**src/sv/krbv_pkg.sv**
```systemverilog
// Shared types and constants for the k-mer region bit-vector builder.
// No dependencies; imported by the front end, queue, back end, top level and testbench.
package krbv_pkg;

    localparam int DEF_KMER_LEN     = 8;
    localparam int DEF_CONTIG_LEN   = 150;
    localparam int DEF_REGION_COUNT = 3;
    localparam int DEF_SLOT_BITS    = 4;

    localparam int MAX_ADDR_W  = 23;
    localparam int QUEUE_DEPTH = 4;
    localparam int QPTR_W      = 2;

    localparam logic [2:0] PATTERN_MASK = 3'h7;

    typedef enum logic [1:0] {
        OP_BUILD = 2'd0,
        OP_PROBE = 2'd1,
        OP_CLEAR = 2'd2,
        OP_NONE  = 2'd3
    } opcode_t;

    typedef enum logic [1:0] {
        QK_BUILD = 2'd0,
        QK_PROBE = 2'd1,
        QK_CLEAR = 2'd2,
        QK_BAD   = 2'd3
    } entry_kind_t;

    typedef enum logic {
        BK_CLEAR = 1'b0,
        BK_RUN   = 1'b1
    } back_state_t;

    typedef struct packed {
        entry_kind_t           kind;
        logic [MAX_ADDR_W-1:0] addr;
        logic                  odd;
        logic [15:0]           index;
        logic [2:0]            mark;
        logic                  eoc;
    } queue_entry_t;

endpackage

```
**src/sv/krbv_queue.sv**
```systemverilog
// Short FIFO of classified entries between front and back end.
// Uses krbv_pkg for the entry type and depth.
module krbv_queue
    import krbv_pkg::*;
(
    input  logic         clk,
    input  logic         rst_n,
    input  logic         push,
    input  queue_entry_t push_entry,
    output logic         full,
    input  logic         pop,
    output queue_entry_t head,
    output logic         head_valid
);

    queue_entry_t entry_reg [QUEUE_DEPTH];

    logic [QPTR_W-1:0] wr_ptr_reg, wr_ptr_next;
    logic [QPTR_W-1:0] rd_ptr_reg, rd_ptr_next;
    logic [QPTR_W:0]   count_reg, count_next;

    assign full       = count_reg == (QPTR_W + 1)'(QUEUE_DEPTH);
    assign head_valid = count_reg != '0;
    assign head       = entry_reg[rd_ptr_reg];

    always_comb
    begin
        wr_ptr_next = push ? wr_ptr_reg + QPTR_W'(1) : wr_ptr_reg;
        rd_ptr_next = pop ? rd_ptr_reg + QPTR_W'(1) : rd_ptr_reg;
        count_next  = count_reg + (QPTR_W + 1)'(push) - (QPTR_W + 1)'(pop);
    end

    always_ff @(posedge clk)
    begin
        if (push)
            entry_reg[wr_ptr_reg] <= push_entry;
    end

    always_ff @(posedge clk or negedge rst_n)
    begin
        if (!rst_n)
        begin
            wr_ptr_reg <= '0;
            rd_ptr_reg <= '0;
            count_reg  <= '0;
        end
        else
        begin
            wr_ptr_reg <= wr_ptr_next;
            rd_ptr_reg <= rd_ptr_next;
            count_reg  <= count_next;
        end
    end

endmodule

```
**config.mk**
```make
export PLATFORM = sky130hd
export DESIGN_NAME = krbv_queue
export DESIGN_NICKNAME = d
export VERILOG_FILES = /design/src/sv/krbv_pkg.sv /design/src/sv/krbv_queue.sv
export SDC_FILE = /design/constraint.sdc
export NUM_CORES = 1
export LEC_CHECK = 0
export BUFFER_PORTS_ARGS = -buffer_cell sky130_fd_sc_hd__buf_2
export CAP_MARGIN = 20
export CORE_ASPECT_RATIO = 1.25
export CORE_MARGIN = 8
export CORE_UTILIZATION = 40
export DETAILED_ROUTE_END_ITERATION = 10
export GPL_ROUTABILITY_DRIVEN = 1
export HOLD_SLACK_MARGIN = 0.06
export SYNTH_ARGS = -nofsm -noshare
export SYNTH_HDL_FRONTEND = slang
export SYNTH_SLANG_ARGS = --single-unit
export TNS_END_PERCENT = 10
```
**constraint.sdc**
```tcl
create_clock -name clk -period 3.4 [get_ports clk]
set_clock_uncertainty 0.2 [all_clocks]
set_input_delay 0.68 -clock clk [delete_from_list [all_inputs] [get_ports clk]]
set_output_delay 0.68 -clock clk [all_outputs]
set_load 0.02 [all_outputs]
```
### Word level (Yosys, flattened, before mapping)

Memories as Yosys holds them, arrays and structs flattened.
Index checks and enable logic that the tools add are counted.

| storage, ports and cells | value |
|---|---|
| logic and storage cells | 12 |
| memories kept | 1 |
| output and inout bits | 48 |
| register bits | 7 |
| memory bits (writable) | 184 |

| cells by class | value |
|---|---|
| $add $sub $neg | 4 |
| equality and inequality tests | 1 |
| reduce and logical (&&, ||, !) cells | 1 |
| mux-type cells | 2 |

Memory list:

| memory | depth | width | rd ports | clocked after memory_dff | wr ports | RTL line | RTL |
|---|---|---|---|---|---|---|---|
| entry_reg | 4 | 46 | 1 | 0 | 1 | krbv_queue.sv:16 | `queue_entry_t entry_reg [QUEUE_DEPTH];` |

Operators with widths:

| operator | count |
|---|---|
| adder 2 x 1 -> 2 bit, second input constant | 2 |
| adder 3 x 1 -> 3 bit | 1 |
| == test 3 bit, second input constant | 1 |
| nonzero test 3 bit | 1 |
| subtractor 3 x 1 -> 3 bit | 1 |
| two-way mux 1 bit | 2 |

### Longest topological paths before layout

| logic depth | value |
|---|---|
| word-level depth | 2 |
| depth in mapped cells | 6 |
| depth with buffers taken out | 6 |

### Worst setup path before layout

Ideal clock, no wire load.

| timing path | value |
|---|---|
| path type | input -> register |
| start | input push |
| end | memory entry_reg[0][0] (netlist name), enable pin |
| arrival time | 1,785 ps |
| slack | 1,007 ps |
| setup time | 408 ps |
| cell stages on the path | 1 |
| cells stage by stage | and2_1 |

| between the ends | value |
|---|---|
| word-level cells in the longest chain between the ends | 2 |

Ends and longest elaborated chain:

| element | RTL line | RTL |
|---|---|---|
| start, declared | krbv_queue.sv:8 | `input logic push,` |
| two-way mux 1 bit | krbv_queue.sv:35 | `if (push)` |
| two-way mux 1 bit (implied by the code) | krbv_queue.sv:36 | `entry_reg[wr_ptr_reg] <= push_entry;` |
| end, declared | krbv_queue.sv:16 |  |

Every way passes these cells.

==> run metrics <==
result of the run=finished, final reports clean; remaining routing DRC violations=0; signed area change from the synthesized netlist to the final layout=19.6%; fillers=1477; Die W=134 um; pin count of the biggest net entering global routing=33; launch instance of the worst min-delay path=push_entry[37]; leading cell types by count after synthesis=edfxtp_1 (184), mux4_2 (46), dfrtp_1 (7); Max Fanout on Critical Path=14; number of cells traversed by the worst register-to-register path=4; starting density of the core=40.6%; number of clock buffers inserted by TritonCTS=17; starting DRC count in detailed routing=193; hold depth=1; launch point of the worst reg-to-reg path=wr_ptr_reg[0]$_DFFE_PN0P_; Worst-Skew Late Latency=0.42 ns; maximum operating frequency=0.340 GHz; final worst-path cycle share=86.5%; via density per instance=4.99; mapped cell area=0.00702 mm2; Max-Cap Viols=0; most area-consuming cells after synthesis=edfxtp_1 (79%), mux4_2 (15%), dfrtp_1 (2.5%); reg-to-reg slack, setup=1.36 ns; final hold violation count=0; Setup TNS Final=0 ns; worst min-delay path class=input port to flop; type of the worst setup path=flop to output port; number of global-route vias before repair=3537; initial antenna violation count=1; post-route cell area=0.00840 mm2; # rows=54; core region area=0.0173 mm2; max incr delay on CP=0.61 ns; count of distinct cell types in the synthesized netlist=17; Post-Syn Instances=274; area of the die=0.0221 mm2; most frequent cell after synthesis=edfxtp_1; multi-input gate area in the final layout=0.00123 mm2; Max clock buf depth=2; crit path max-delay cell type=dfrtp_4; share of layout cells above drive strength 1=45.9%; total number of vias=3117; setup repair after global routing missed its margin=false; Final setup viols=0; global-route wire length before repair=20.0 mm; worst hold margin=0.265 ns; number of max-slew violations in the final report=0; die boundary height=164 um; worst slew pin tran=0.620 ns; relative slew slack=58.7%; Register Area=0.00571 mm2; startpoint kind of the worst setup timing path=flop; Avg Synthesized Cell Area=25.6 um2; Post-synth EDFFs=184; clock input transition at the sequential cells of the worst setup and hold paths=0.06 ns; root buf cell=clkbuf_16; number of clock sinks seen by CTS=191; power density normalized to cell area=884 mW/mm2; Required @ worst endpoint=2.52 ns; overall global routing resource usage=12.4%; post-synthesis net count=331; number of warnings issued by yosys=0; clock period minus worst slack=2.94 ns; remaining antenna violation count=0; Area after DPL=0.00786 mm2; flip-flop count of the largest register, all copies and words added=184; type of element capturing the critical path=output port; HPWL Detailed=8.29 mm; IO Port Bufs=97; first drt pass iteration count=4; nets=446; Leakage=2.90 nW; number of inserted diodes=0; placer's final routability congestion estimate=0.669; primary flip-flop cell chosen by synthesis mapping=edfxtp_1; Max rail drop VDD=0.456 mV; post-synthesis sequential element count=191; reg-to-reg endpoint=entry_reg[2][1]$_DFFE_PP_; endpoint of the worst hold-timing path=entry_reg[2][37]$_DFFE_PP_; count of pins on the block boundary=98; data arrival time of the critical path=2.06 ns; final design utilization=48.5%; Routed wire per std cell=20.8 um; H-tree depth=4; part of the Yosys area used for sequential elements=81.2%; top cell type's share of synthesized area=78.7%; global route overflow=0; post-CTS setup buffer count=0; TritonCTS clock tree=done; critical-path cell list=buf_4 > mux4_2 > buf_2; Synth area leader=edfxtp_1; final routed wirelength across all metal layers=13.0 mm; async set-reset flop share out of synthesis=3.66%
power by group:
group | internal (W) | leakage, nW | switching, W | total (W)
combinational | 0.00100 | 0.867 | 0.00134 | 0.00234
clock | 0.000996 | 0.258 | 0.000799 | 0.00179
sequential | 0.00309 | 1.77 | 0.000198 | 0.00328
total | 0.00508 | 2.90 | 0.00234 | 0.00742
layout make-up:
| type | instances | area share (%) |
|---|---|---|
| Clock buffer | 19 | 5.16 |
| Clock inverter | 12 | 1.13 |
| Inverter | 6 | 0.268 |
| Multi-Input combinational cell | 67 | 14.6 |
| Sequential cell | 191 | 67.9 |
| Tap cell | 224 | 3.34 |
| Timing Repair Buffer | 106 | 7.51 |
layer usage:
metal	part of all wire (%)	up-vias	global-route usage, %
li1	-	1389	-
met3	5.7	16	4.62
met4	1.4	2	5.01
met5	0.10	-	0
met2	53	77	21.5
met1	40	1633	13.6
worst max path at each step:
| stage | start | end | cells past startpoint |
|---|---|---|---|
| finish | rd_ptr_reg[0]$_DFFE_PN0P_ | head[40] | 3 |
| floorplan | push | entry_reg[0][0]$_DFFE_PP_ | 1 |
| detailed placement | rd_ptr_reg[0]$_DFFE_PN0P_ | head[38] | 3 |
| global placement | rd_ptr_reg[0]$_DFFE_PN0P_ | head[41] | 3 |
| global route | rd_ptr_reg[0]$_DFFE_PN0P_ | head[38] | 3 |
| CTS | rd_ptr_reg[0]$_DFFE_PN0P_ | head[40] | 3 |
cell families after synthesis:
family	synth area share [%]
xor gates and xnor gates	0.624
muxes	14.8
and+or+nand+nor	0.642
adders and majority gates	1.35
AOI/OAI and AO/OA	0.0712
buffers and inverters	1.35
DFF	81.2
cells in the final DEF, fill, tap and decap left out, types with 2 or more instances in the layout:
| cell | Yosys | layout |
|---|---|---|
| and2_2 | 0 | 4 |
| clkbuf_16 | 0 | 17 |
| clkinvlp_4 | 0 | 2 |
| buf_4 | 2 | 2 |
| xor2_1 | 3 | 3 |
| buf_12 | 0 | 6 |
| ha_1 | 6 | 6 |
| clkinv_1 | 0 | 2 |
| edfxtp_1 | 184 | 184 |
| buf_2 | 4 | 97 |
| nand2_1 | 2 | 2 |
| clkbuf_1 | 1 | 2 |
| mux4_2 | 46 | 46 |
| dfrtp_1 | 7 | 5 |
| xnor2_1 | 2 | 2 |
| clkinv_2 | 0 | 5 |
| inv_1 | 6 | 6 |
| inv_6 | 0 | 2 |
through the flow:
stage	std cells	total power [W]	setup slack [ns]
floorplan	274	0.00491	1.01
global placement	593	0.00573	0.859
detailed placement	593	0.00576	0.863
CTS	625	0.00757	0.383
global route	625	0.00780	0.334
finish	625	0.00742	0.458
critical path, delay by kind of cell (launching register included):
family / cells / cell delay (ns)
flip-flops: 1 / 0.61
multiplexers: 1 / 0.54
buffers and inverters: 2 / 0.48
repair_timing:
action,4_1_cts,5_1_grt
gates resized for setup,0,0
hold buffers,1,0
endpoints found under the hold margin,7,0
Power figures use the tool's default switching activity.
