==> config.mk <==
export PLATFORM = sky130hd
export DESIGN_NAME = krbv_front
export DESIGN_NICKNAME = d
export VERILOG_FILES = /design/src/sv/krbv_pkg.sv /design/src/sv/krbv_front.sv
export SDC_FILE = /design/constraint.sdc
export NUM_CORES = 1
export LEC_CHECK = 0
export BUFFER_PORTS_ARGS = -buffer_cell sky130_fd_sc_hd__buf_4
export CAP_MARGIN = 5
export CORE_MARGIN = 2
export CORE_UTILIZATION = 52
export CTS_CLUSTER_SIZE = 16
export DETAILED_ROUTE_END_ITERATION = 10
export PLACE_DENSITY = 0.88
export SLEW_MARGIN = 20
export SYNTH_ARGS = -nofsm -noshare
export SYNTH_HDL_FRONTEND = slang
export SYNTH_SLANG_ARGS = --single-unit
==> constraint.sdc <==
create_clock -name clk -period 4.6 [get_ports clk]
set_input_delay 1.38 -clock clk [delete_from_list [all_inputs] [get_ports clk]]
set_output_delay 1.38 -clock clk [all_outputs]
set_load 0.05 [all_outputs]
==> src/sv/krbv_pkg.sv <==
// Shared types and constants for the k-mer region bit-vector builder.
// No dependencies; imported by the front end, queue, back end, top level and testbench.
package krbv_pkg;

    localparam int DEF_KMER_LEN     = 8;
    localparam int DEF_CONTIG_LEN   = 150;
    localparam int DEF_REGION_COUNT = 3;
    localparam int DEF_SLOT_BITS    = 4;

    localparam int MAX_ADDR_W  = 23;
    localparam int QUEUE_DEPTH = 4;
    localparam int QPTR_W      = 2;

    localparam logic [2:0] PATTERN_MASK = 3'h7;

    typedef enum logic [1:0] {
        OP_BUILD = 2'd0,
        OP_PROBE = 2'd1,
        OP_CLEAR = 2'd2,
        OP_NONE  = 2'd3
    } opcode_t;

    typedef enum logic [1:0] {
        QK_BUILD = 2'd0,
        QK_PROBE = 2'd1,
        QK_CLEAR = 2'd2,
        QK_BAD   = 2'd3
    } entry_kind_t;

    typedef enum logic {
        BK_CLEAR = 1'b0,
        BK_RUN   = 1'b1
    } back_state_t;

    typedef struct packed {
        entry_kind_t           kind;
        logic [MAX_ADDR_W-1:0] addr;
        logic                  odd;
        logic [15:0]           index;
        logic [2:0]            mark;
        logic                  eoc;
    } queue_entry_t;

endpackage

==> src/sv/krbv_front.sv <==
// Front end: accepts transactions, tracks the base window and contig position,
// and classifies each transaction into a queue entry. Uses krbv_pkg.
module krbv_front
    import krbv_pkg::*;
#(
    parameter int KMER_LEN     = DEF_KMER_LEN,
    parameter int CONTIG_LEN   = DEF_CONTIG_LEN,
    parameter int REGION_COUNT = DEF_REGION_COUNT
)
(
    input  logic         clk,
    input  logic         rst_n,
    input  logic         in_valid,
    output logic         in_stall,
    input  logic [1:0]   opcode,
    input  logic [7:0]   base_char,
    input  logic [14:0]  clear_address,
    input  logic         end_of_contig,
    input  logic         clearing,
    input  logic         q_full,
    output logic         q_push,
    output queue_entry_t q_entry
);

    localparam int WIN_W       = 2 * KMER_LEN;
    localparam int RUN_W       = $clog2(KMER_LEN + 1);
    localparam int ADDR_W      = WIN_W - 1;
    localparam int REGION_SPAN = CONTIG_LEN / REGION_COUNT;

    localparam logic [9:0] SPAN1 = 10'(REGION_SPAN);
    localparam logic [9:0] SPAN2 = 10'(2 * REGION_SPAN);
    localparam logic [9:0] SPAN3 = 10'(3 * REGION_SPAN);
    localparam logic [8:0] K9    = 9'(KMER_LEN);
    localparam logic [8:0] HALF9 = 9'(KMER_LEN / 2);
    localparam logic [RUN_W-1:0] RUN_MAX = RUN_W'(KMER_LEN);
    localparam logic [MAX_ADDR_W-1:0] ADDR_MASK =
        MAX_ADDR_W'((longint'(1) << ADDR_W) - longint'(1));

    localparam logic [7:0] CHAR_A = 8'h41;
    localparam logic [7:0] CHAR_C = 8'h43;
    localparam logic [7:0] CHAR_G = 8'h47;
    localparam logic [7:0] CHAR_T = 8'h54;

    logic [WIN_W-1:0] window_reg, window_next;
    logic [7:0]       pos_reg, pos_next;
    logic [RUN_W-1:0] run_reg, run_next;

    logic             accept;
    opcode_t          op;
    logic             base_ok;
    logic [1:0]       code;
    logic [WIN_W-1:0] win_shift;
    logic [RUN_W-1:0] run_shift;
    logic [8:0]       count;
    logic [8:0]       centre;
    logic             has_kmer;
    logic             good;
    logic [2:0]       mark;

    always_comb
    begin
        case (base_char)
            CHAR_A:  begin base_ok = 1'b1; code = 2'd0; end
            CHAR_C:  begin base_ok = 1'b1; code = 2'd1; end
            CHAR_G:  begin base_ok = 1'b1; code = 2'd2; end
            CHAR_T:  begin base_ok = 1'b1; code = 2'd3; end
            default: begin base_ok = 1'b0; code = 2'd0; end
        endcase
    end

    assign in_stall  = clearing || q_full;
    assign accept    = in_valid && !in_stall;
    assign op        = opcode_t'(opcode);
    assign win_shift = {window_reg[WIN_W-3:0], code};
    assign run_shift = !base_ok ? '0 :
                       (run_reg < RUN_MAX) ? run_reg + RUN_W'(1) : RUN_MAX;
    assign count     = {1'b0, pos_reg} + 9'd1;
    assign has_kmer  = count >= K9;
    assign centre    = count - K9 + HALF9;
    assign good      = run_shift == RUN_MAX;

    always_comb
    begin
        if ({1'b0, centre} < SPAN1)
            mark = 3'b001;
        else if ({1'b0, centre} < SPAN2)
            mark = 3'b010;
        else if ({1'b0, centre} < SPAN3)
            mark = 3'b100;
        else
            mark = 3'b000;
    end

    always_comb
    begin
        window_next = window_reg;
        pos_next    = pos_reg;
        run_next    = run_reg;
        q_push      = 1'b0;
        q_entry     = '0;
        if (accept)
        begin
            case (op)
                OP_BUILD, OP_PROBE:
                begin
                    window_next = win_shift;
                    run_next    = run_shift;
                    pos_next    = count[8] ? 8'hFF : count[7:0];
                    if (end_of_contig)
                    begin
                        window_next = '0;
                        run_next    = '0;
                        pos_next    = '0;
                    end
                    q_push        = has_kmer;
                    q_entry.kind  = !good ? QK_BAD :
                                    (op == OP_BUILD) ? QK_BUILD : QK_PROBE;
                    q_entry.addr  = MAX_ADDR_W'(win_shift[WIN_W-1:1]);
                    q_entry.odd   = win_shift[0];
                    q_entry.index = good ? 16'(win_shift) : 16'd0;
                    q_entry.mark  = mark;
                    q_entry.eoc   = end_of_contig;
                end
                OP_CLEAR:
                begin
                    q_push       = 1'b1;
                    q_entry.kind = QK_CLEAR;
                    q_entry.addr = MAX_ADDR_W'(clear_address) & ADDR_MASK;
                end
                default:
                begin
                    q_push = 1'b0;
                end
            endcase
        end
    end

    always_ff @(posedge clk or negedge rst_n)
    begin
        if (!rst_n)
        begin
            window_reg <= '0;
            pos_reg    <= '0;
            run_reg    <= '0;
        end
        else
        begin
            window_reg <= window_next;
            pos_reg    <= pos_next;
            run_reg    <= run_next;
        end
    end

endmodule

# After elaboration in Yosys (flattened, before gate mapping)
# Index checks and enable logic that the tools add are counted.
[word_totals]
word_cells = 45
output_inout_bits = 48
ff_bits = 26
input_bits = 31
[op_classes]
n_mux = 19
eq_ne = 7
reduce_logical = 7
n_lt_le_gt_ge = 5
add_sub_neg = 4
[ops]
columns = ["op", "count"]
rows = [
  ["25-bit one-hot mux with 2 select lines", 1],
  ["46-bit 2-to-1 mux", 1],
  ["8-bit by 7-bit equality test with 1-bit output (second input constant)", 4],
  ["21-bit 2-to-1 mux", 1],
  ["16-bit 2-to-1 mux", 1],
  ["8-bit 2-to-1 mux", 2],
  ["14-bit 2-to-1 mux", 1],
  ["4-bit 2-to-1 mux", 3],
  ["8-bit by 1-bit adder with 9-bit output (second input constant)", 1],
  ["9-bit by 3-bit adder with 9-bit output (second input constant)", 1],
  ["9-bit by 4-bit >= comparator with 1-bit output (second input constant)", 1],
  ["9-bit by 6-bit < comparator with 1-bit output (second input constant)", 1],
  ["9-bit by 7-bit < comparator with 1-bit output (second input constant)", 1],
  ["9-bit by 8-bit < comparator with 1-bit output (second input constant)", 1],
  ["3-bit 2-to-1 mux", 3],
  ["9-bit by 4-bit subtractor with 9-bit output (second input constant)", 1],
  ["2-bit one-hot mux with 3 select lines", 1],
  ["4-bit by 1-bit adder with 4-bit output (second input constant)", 1],
  ["4-bit equality test (second input constant)", 1],
  ["4-bit < comparator (second input constant)", 1],
  ["4-bit OR reduction", 1],
  ["1-bit 2-to-1 mux", 3],
  ["2-bit by 1-bit equality test with 1-bit output (second input constant)", 1],
  ["2-bit equality test (second input constant)", 1],
  ["other kinds (8)", 8],
]

# Depth between registers and ports, before layout
# Gate-level depths: netlist of the first run.
[logic_depth]
depth_word = 9
mapped_depth = 14
mapped_depth_nobuf = 12

# Least setup slack after synthesis of the first run
# OpenSTA, ideal clock, no wires.
[synth_timing]
kind = "input-to-output"
startpoint = "in base_char[3]"
endpoint = "out q_entry[5] (netlist bit)"
stages = 4
t_arrival_ns = 3.319
t_required_ns = 3.220
path_buffers = 0
path_slack_ns = -0.099
cell_sequence = "nor4b_1 o21ai_0 or2_1 nor3_1"
[synth_rtl]
columns = ["item", "line", "text"]
rows = [
  ["start: declaration", "krbv_front.sv:16", "input logic [7:0] base_char,"],
  ["end: declaration", "krbv_front.sv:22", "output queue_entry_t q_entry"],
]

==> results of run 1 <==
-- critical path, cell delays in order (launching register included) --
cell	delay [ns]
dfrtp_2	0.46
ha_1	0.26
xnor2_2	0.29
ha_2	0.35
inv_1	0.09
nor3_1	0.08
or4_4	0.43
a32oi_2	0.26
o21ai_2	0.13
nor4_4	0.22
buf_4	0.23
-- power by group through the flow --
stage | Clock [mW] | Sequential, mW | Combinational, mW
after floorplan | 0 | 0.246 | 0.141
after detailed placement | 0 | 0.253 | 0.171
after global placement | 0 | 0.252 | 0.168
final | 0.148 | 0.247 | 0.192
after CTS | 0.151 | 0.249 | 0.172
after global routing | 0.162 | 0.248 | 0.211
-- Yosys cell counts (5+ instances only) --
cell,number
buf_4,9
nand3_1,10
buf_6,5
a21o_1,6
a22o_1,14
nand2_1,44
nor2_1,19
nor3_1,8
clkbuf_1,13
nand3b_1,13
o21ai_0,8
and2_1,17
a21oi_1,16
dfrtp_1,26
inv_1,5
ha_1,5
o31ai_1,9
-- worst max path at each step --
stage                  from          end  slack, ns
6_report         pos_reg[0]   q_entry[3]       0.14
2_1_floorplan  base_char[3]   q_entry[5]       -0.1
5_1_grt          pos_reg[0]   q_entry[3]      -0.03
3_5_place_dp   base_char[3]  q_entry[19]       0.05
4_1_cts        base_char[3]  q_entry[17]       0.04
3_3_place_gp   base_char[3]  q_entry[14]       0.20
-- logic make-up after synthesis --
kind of cell / count (synthesis) / synth area share [%]
other cells: 1 / 0.1543
buf+inv: 38 / 9.681
compound gates: 79 / 23.53
xor+xnor: 10 / 4.686
flops: 26 / 26.78
simple gates: 143 / 32.60
fa+ha+maj: 5 / 2.575
-- metal layers --
| layer | track usage [%] | vias to the layer above |
|---|---|---|
| met1 | 33.07 | 1123 |
| li1 | - | 1176 |
| met2 | 39.96 | 76 |
| met5 | 0 | - |
| met4 | 7.128 | 0 |
| met3 | 1.944 | 7 |
-- metrics by stage --
stage | instances | util, % | area (µm²) | hold WS (ns)
floorplan | 309 | - | 2465 | 0.4424
global placement | 404 | 65.39 | 2887 | 0.4602
detailed placement | 404 | 65.39 | 2887 | 0.4921
CTS | 408 | 66.72 | 2945 | 0.4967
global route | 412 | 68.08 | 3005 | 0.5287
finish | 412 | 68.08 | 3005 | 0.4987
-- cell type report --
cell class | instances | area, µm² | share of cell area (%)
multi-input cells | 245 | 1613 | 53.66
well taps | 52 | 65.06 | 2.165
clock buffers | 4 | 55.05 | 1.832
inverters | 5 | 18.77 | 0.6245
repair buffers | 80 | 600.6 | 19.98
flip-flops and latches | 26 | 653.1 | 21.73
-- what timing repair did --
action,CTS,global route
gates resized for setup,3,5
endpoints found under the setup margin,2,16
setup buffers,0,4
==> metrics, run 1 <==
WL met1=2.704 mm; status=finished clean; vias in the first global route=2275; Nets=397; cts bufs inserted=3; Routed WL=6.200 mm; yosys warns=0; sw power=198.8 µW; sw frac=approximately 34%; MaxCap Viol Count=0; Synth Instances=roughly 300; fraction of layout cells with a size suffix above 1=31.39%; routed wl met3=286 µm; min-delay src=run_reg[2]; Ports=79; die area=between 5000 and 6000 µm²; critical path type=flop to output pin; RSZ-0062 raised after global routing=true; Worst setup EP type=output pin; prevailing post-synth register cell=dfrtp_1; placer congestion estimate=0.8517; DRT iter0 DRCs=~170; most frequent cells in the layout=buf_4, nand2_1, dfrtp_1; Worst Slack Setup Final=0.1406 ns; Core Area=4414 µm²; synth unique cells=60; Worst Tran Pin Value=0.5928 ns; DR pass1 iterations=4; Max H-tree Level=1; peak supply drop=roughly 0.14 mV; Max-slew headroom=between 60% and 70%; Final Setup Violations=0; routed via count=2382; Die Ht=72.36 µm; DP Worst Slack=0.05477 ns; CTS Sinks=26; CP max FO=6; CP Launch Type=flop; Seq pwr share=about two fifths; fmax=0.2242 GHz; half-perimeter wire length after placement=4.554 mm; global-route wire length before repair=around 10 mm; RR Endpoint=pos_reg[7]; DRT antenna net count=0; skew final=slightly below 0.0007 ns; post-synthesis register bit count=26; pwr/cell area=195.4 nW/µm²; top-area cell type share of the netlist area=between 20% and 30%; root buffer cell=clkbuf_8; Fillers=340; clock-pin slew on the worst setup and hold paths=0.09 ns; minimum clock period=4.459 ns; Yosys top cell by area=dfrtp_1; Avg Cell Area, Syn=8.046 µm²; largest net degree at the start of global routing=33; Core Rows=24; Req. time, crit path=3.22 ns; initial antenna violation count=0; cells on worst reg2reg path=8; DRC violations left=0; initial core utilization=55.05%; cell-internal power=around 400 µW; die width=72.36 µm; register area share after synthesis=26.78%; GRT Resource Usage Total=23.91%; routed vias/inst=5.782; wire length on met2=about 3.2 mm; TNS Setup=0 ns; IO buf count=70; total power draw=587.2 µW; clock latency on the worst-skew pair=0.27 ns; Logic pwr share=32.8%; Post-Syn Area=2430 µm²; most common cell after layout, fill and taps aside=buf_4; max-slew violations=0; WHS Path Cells=1; final worst-path cycle share=around 97%; hold_buf cts=0; hold endpoint=run_reg[2]; FF-to-FF setup slack=2.72 ns; asr flop ratio synth=100.0%; Clock Power Share=25.2%; total congestion overflow=0; Largest register FFs=14; Highest Signal Layer=met4; ranking of synthesized cells by area=dfrtp_1, nand2_1, a22o_1, and2_1, nand3b_1; reg2reg start=pos_reg[0]; number of flops mapped to enable cells by yosys=0; crit path DAT=3.08 ns; WL per Instance=15.05 µm; leak pwr=1.487 nW; CTS tree=yes; clk buf depth=2; # diodes=0; final hold viol count=0; Worst Hold Class=flop to flop; Area Growth Syn to Fin=23.69%
Power figures use the tool's default switching activity.
==> inputs of run 2 (changes only) <==
Settings changed: CORE_MARGIN 2 to unset.
==> metrics, run 2 (same netlist as run 1, synthesis figures left out) <==
# diodes=0 (unchanged); fraction of layout cells with a size suffix above 1=30.81% (-0.58 points); Max-slew headroom=60.51% (about the same); wire length on met2=3.143 mm (-0.35%); minimum clock period=4.460 ns (+0.0003850 ns); sw frac=34.09% (+0.23 points); most frequent cells in the layout=buf_4, nand2_1, dfrtp_1; GRT Resource Usage Total=24.10% (+0.19 points); clock-pin slew on the worst setup and hold paths=0.09 ns (about the same); worst setup path startpoint=pos_reg[1]; Placed Cells=404 (unchanged); initial core utilization=55.05% (unchanged); DP Worst Slack=0.1418 ns (+0.08701 ns); crit path DAT=3.08 ns (about the same); TNS Setup=0 ns (unchanged); Worst Slack Setup Final=0.1402 ns (-0.0003850 ns); DP Area=2887 µm² (unchanged); Max H-tree Level=1 (unchanged); cell-internal power=381.8 µW (-1.7%); Core Rows=24 (unchanged); critical path type=flop to output pin; final hold slack=0.5018 ns (+0.003189 ns); Routed WL=6.043 mm (-2.5%); clk buf depth=2 (unchanged); final hold viol count=0 (unchanged); Logic pwr share=31.8% (-1.0 points); IO buf count=70 (unchanged); sw power=197.5 µW (-0.67%); DR pass1 iterations=4 (unchanged); Final Setup Violations=0 (unchanged); clock latency on the worst-skew pair=0.27 ns (about the same); Req. time, crit path=3.22 ns (about the same); Area Growth Syn to Fin=22.91%; peak supply drop=0.2047 mV (+51%); Worst Hold Class=flop to flop; Highest Signal Layer=met4; vias in the first global route=2267 (-0.35%); CP max FO=7 (+1); half-perimeter wire length after placement=4.385 mm (-3.7%); total congestion overflow=0 (unchanged); largest net degree at the start of global routing=33 (unchanged); skew final=0.003712 ns (+0.003016 ns); MaxCap Viol Count=0 (unchanged); routed vias/inst=5.944 (+2.8%); WL per Instance=14.78 µm (-1.8%); Largest register FFs=14 (unchanged); Clock Power Share=25.1% (about the same); routed wl met3=365 µm (+28%); fmax=0.2242 GHz (about the same); initial antenna violation count=0 (unchanged); reg2reg start=pos_reg[1]; cts bufs inserted=3 (unchanged); pwr/cell area=194.0 nW/µm² (-0.72%); CP Launch Type=flop; most common cell after layout, fill and taps aside=buf_4; leak pwr=1.472 nW (-1.0%); Ports=79 (unchanged); Worst setup EP type=output pin; routed via count=2431 (+2.1%); Die Ht=70.36 µm (-2.8%); FF-to-FF setup slack=2.68 ns (-0.04 ns); min-delay src=run_reg[2]; Seq pwr share=43.0% (+1.0 points); Worst Tran Pin Value=0.5923 ns (-0.0005726 ns); die width=70.36 µm (-2.8%); status=finished clean; CTS Sinks=26 (unchanged); placer congestion estimate=0.8885 (+4.3%); post-route cell area=2987 µm² (-0.62%); die area=4950 µm² (-5.5%); DRC violations left=0 (unchanged); CTS tree=yes; Core Area=4414 µm² (unchanged); Nets=394 (-0.76%); global-route wire length before repair=9.942 mm (-2.7%); Final Non-Filler Cells=409 (-0.73%); max-slew violations=0 (unchanged); DRT antenna net count=0 (unchanged); fin util=67.66% (-0.43 points); final worst-path cycle share=96.95% (about the same); WL met1=2.481 mm (-8.2%); total power draw=579.3 µW (-1.3%); root buffer cell=clkbuf_8; DRT iter0 DRCs=347 (+110%)
-- run 2: cell count changes in the layout (fill, tap and decap cells not counted), sizes merged --
cell / change
buf: -3
-- run 2: final timing paths --
path | end | depth (start not counted)
hold reg to reg | run_reg[2] | 1
hold / removal | run_reg[2] | 1
max in group asynchronous | pos_reg[0] | 1
setup reg to reg | pos_reg[7] | 8
min in group asynchronous | window_reg[9] | 1
setup / recovery | q_entry[2] | 12
-- run 2: routing by layer --
layer,vias up,GRT usage [%]
li1,1166,-
met1,1146,30.75
met2,109,42.12
met3,10,3.896
met4,0,6.000
met5,-,0
-- run 2: worst max-delay path, stage by stage, from the launching register on --
cell,delay [ns]
dfrtp_2,0.45
and2_2,0.25
nand2_1,0.12
xnor2_2,0.22
inv_1,0.07
ha_2,0.28
inv_1,0.09
nor3_1,0.08
or4_4,0.44
a32oi_2,0.26
o21ai_2,0.12
a211oi_2,0.21
buf_4,0.22
-- run 2: repair_timing --
| item | 4_1_cts | 5_1_grt |
|---|---|---|
| hold buffers | 0 | 0 |
| endpoints found under the setup margin | 2 | 16 |
| hold endpoints to repair | 0 | 0 |
| gates resized for setup | 3 | 6 |
| pin swaps | 0 | 1 |
| setup buffers | 0 | 1 |
-- run 2: layout make-up --
class,count,area (µm²)
clock buffer,4,55.05
inverter,5,18.77
tap,52,65.06
timing repair buffer,77,581.8
sequential,26,653.1
multi-input combinational,245,1613
fill,338,1428
-- run 2: power by group through the flow --
stage	Clock [mW]	Combinational, mW	Sequential [mW]
3_3_place_gp	0	0.167	0.253
6_report	0.146	0.184	0.249
5_1_grt	0.157	0.200	0.250
2_1_floorplan	0	0.141	0.246
3_5_place_dp	0	0.173	0.253
4_1_cts	0.149	0.174	0.249
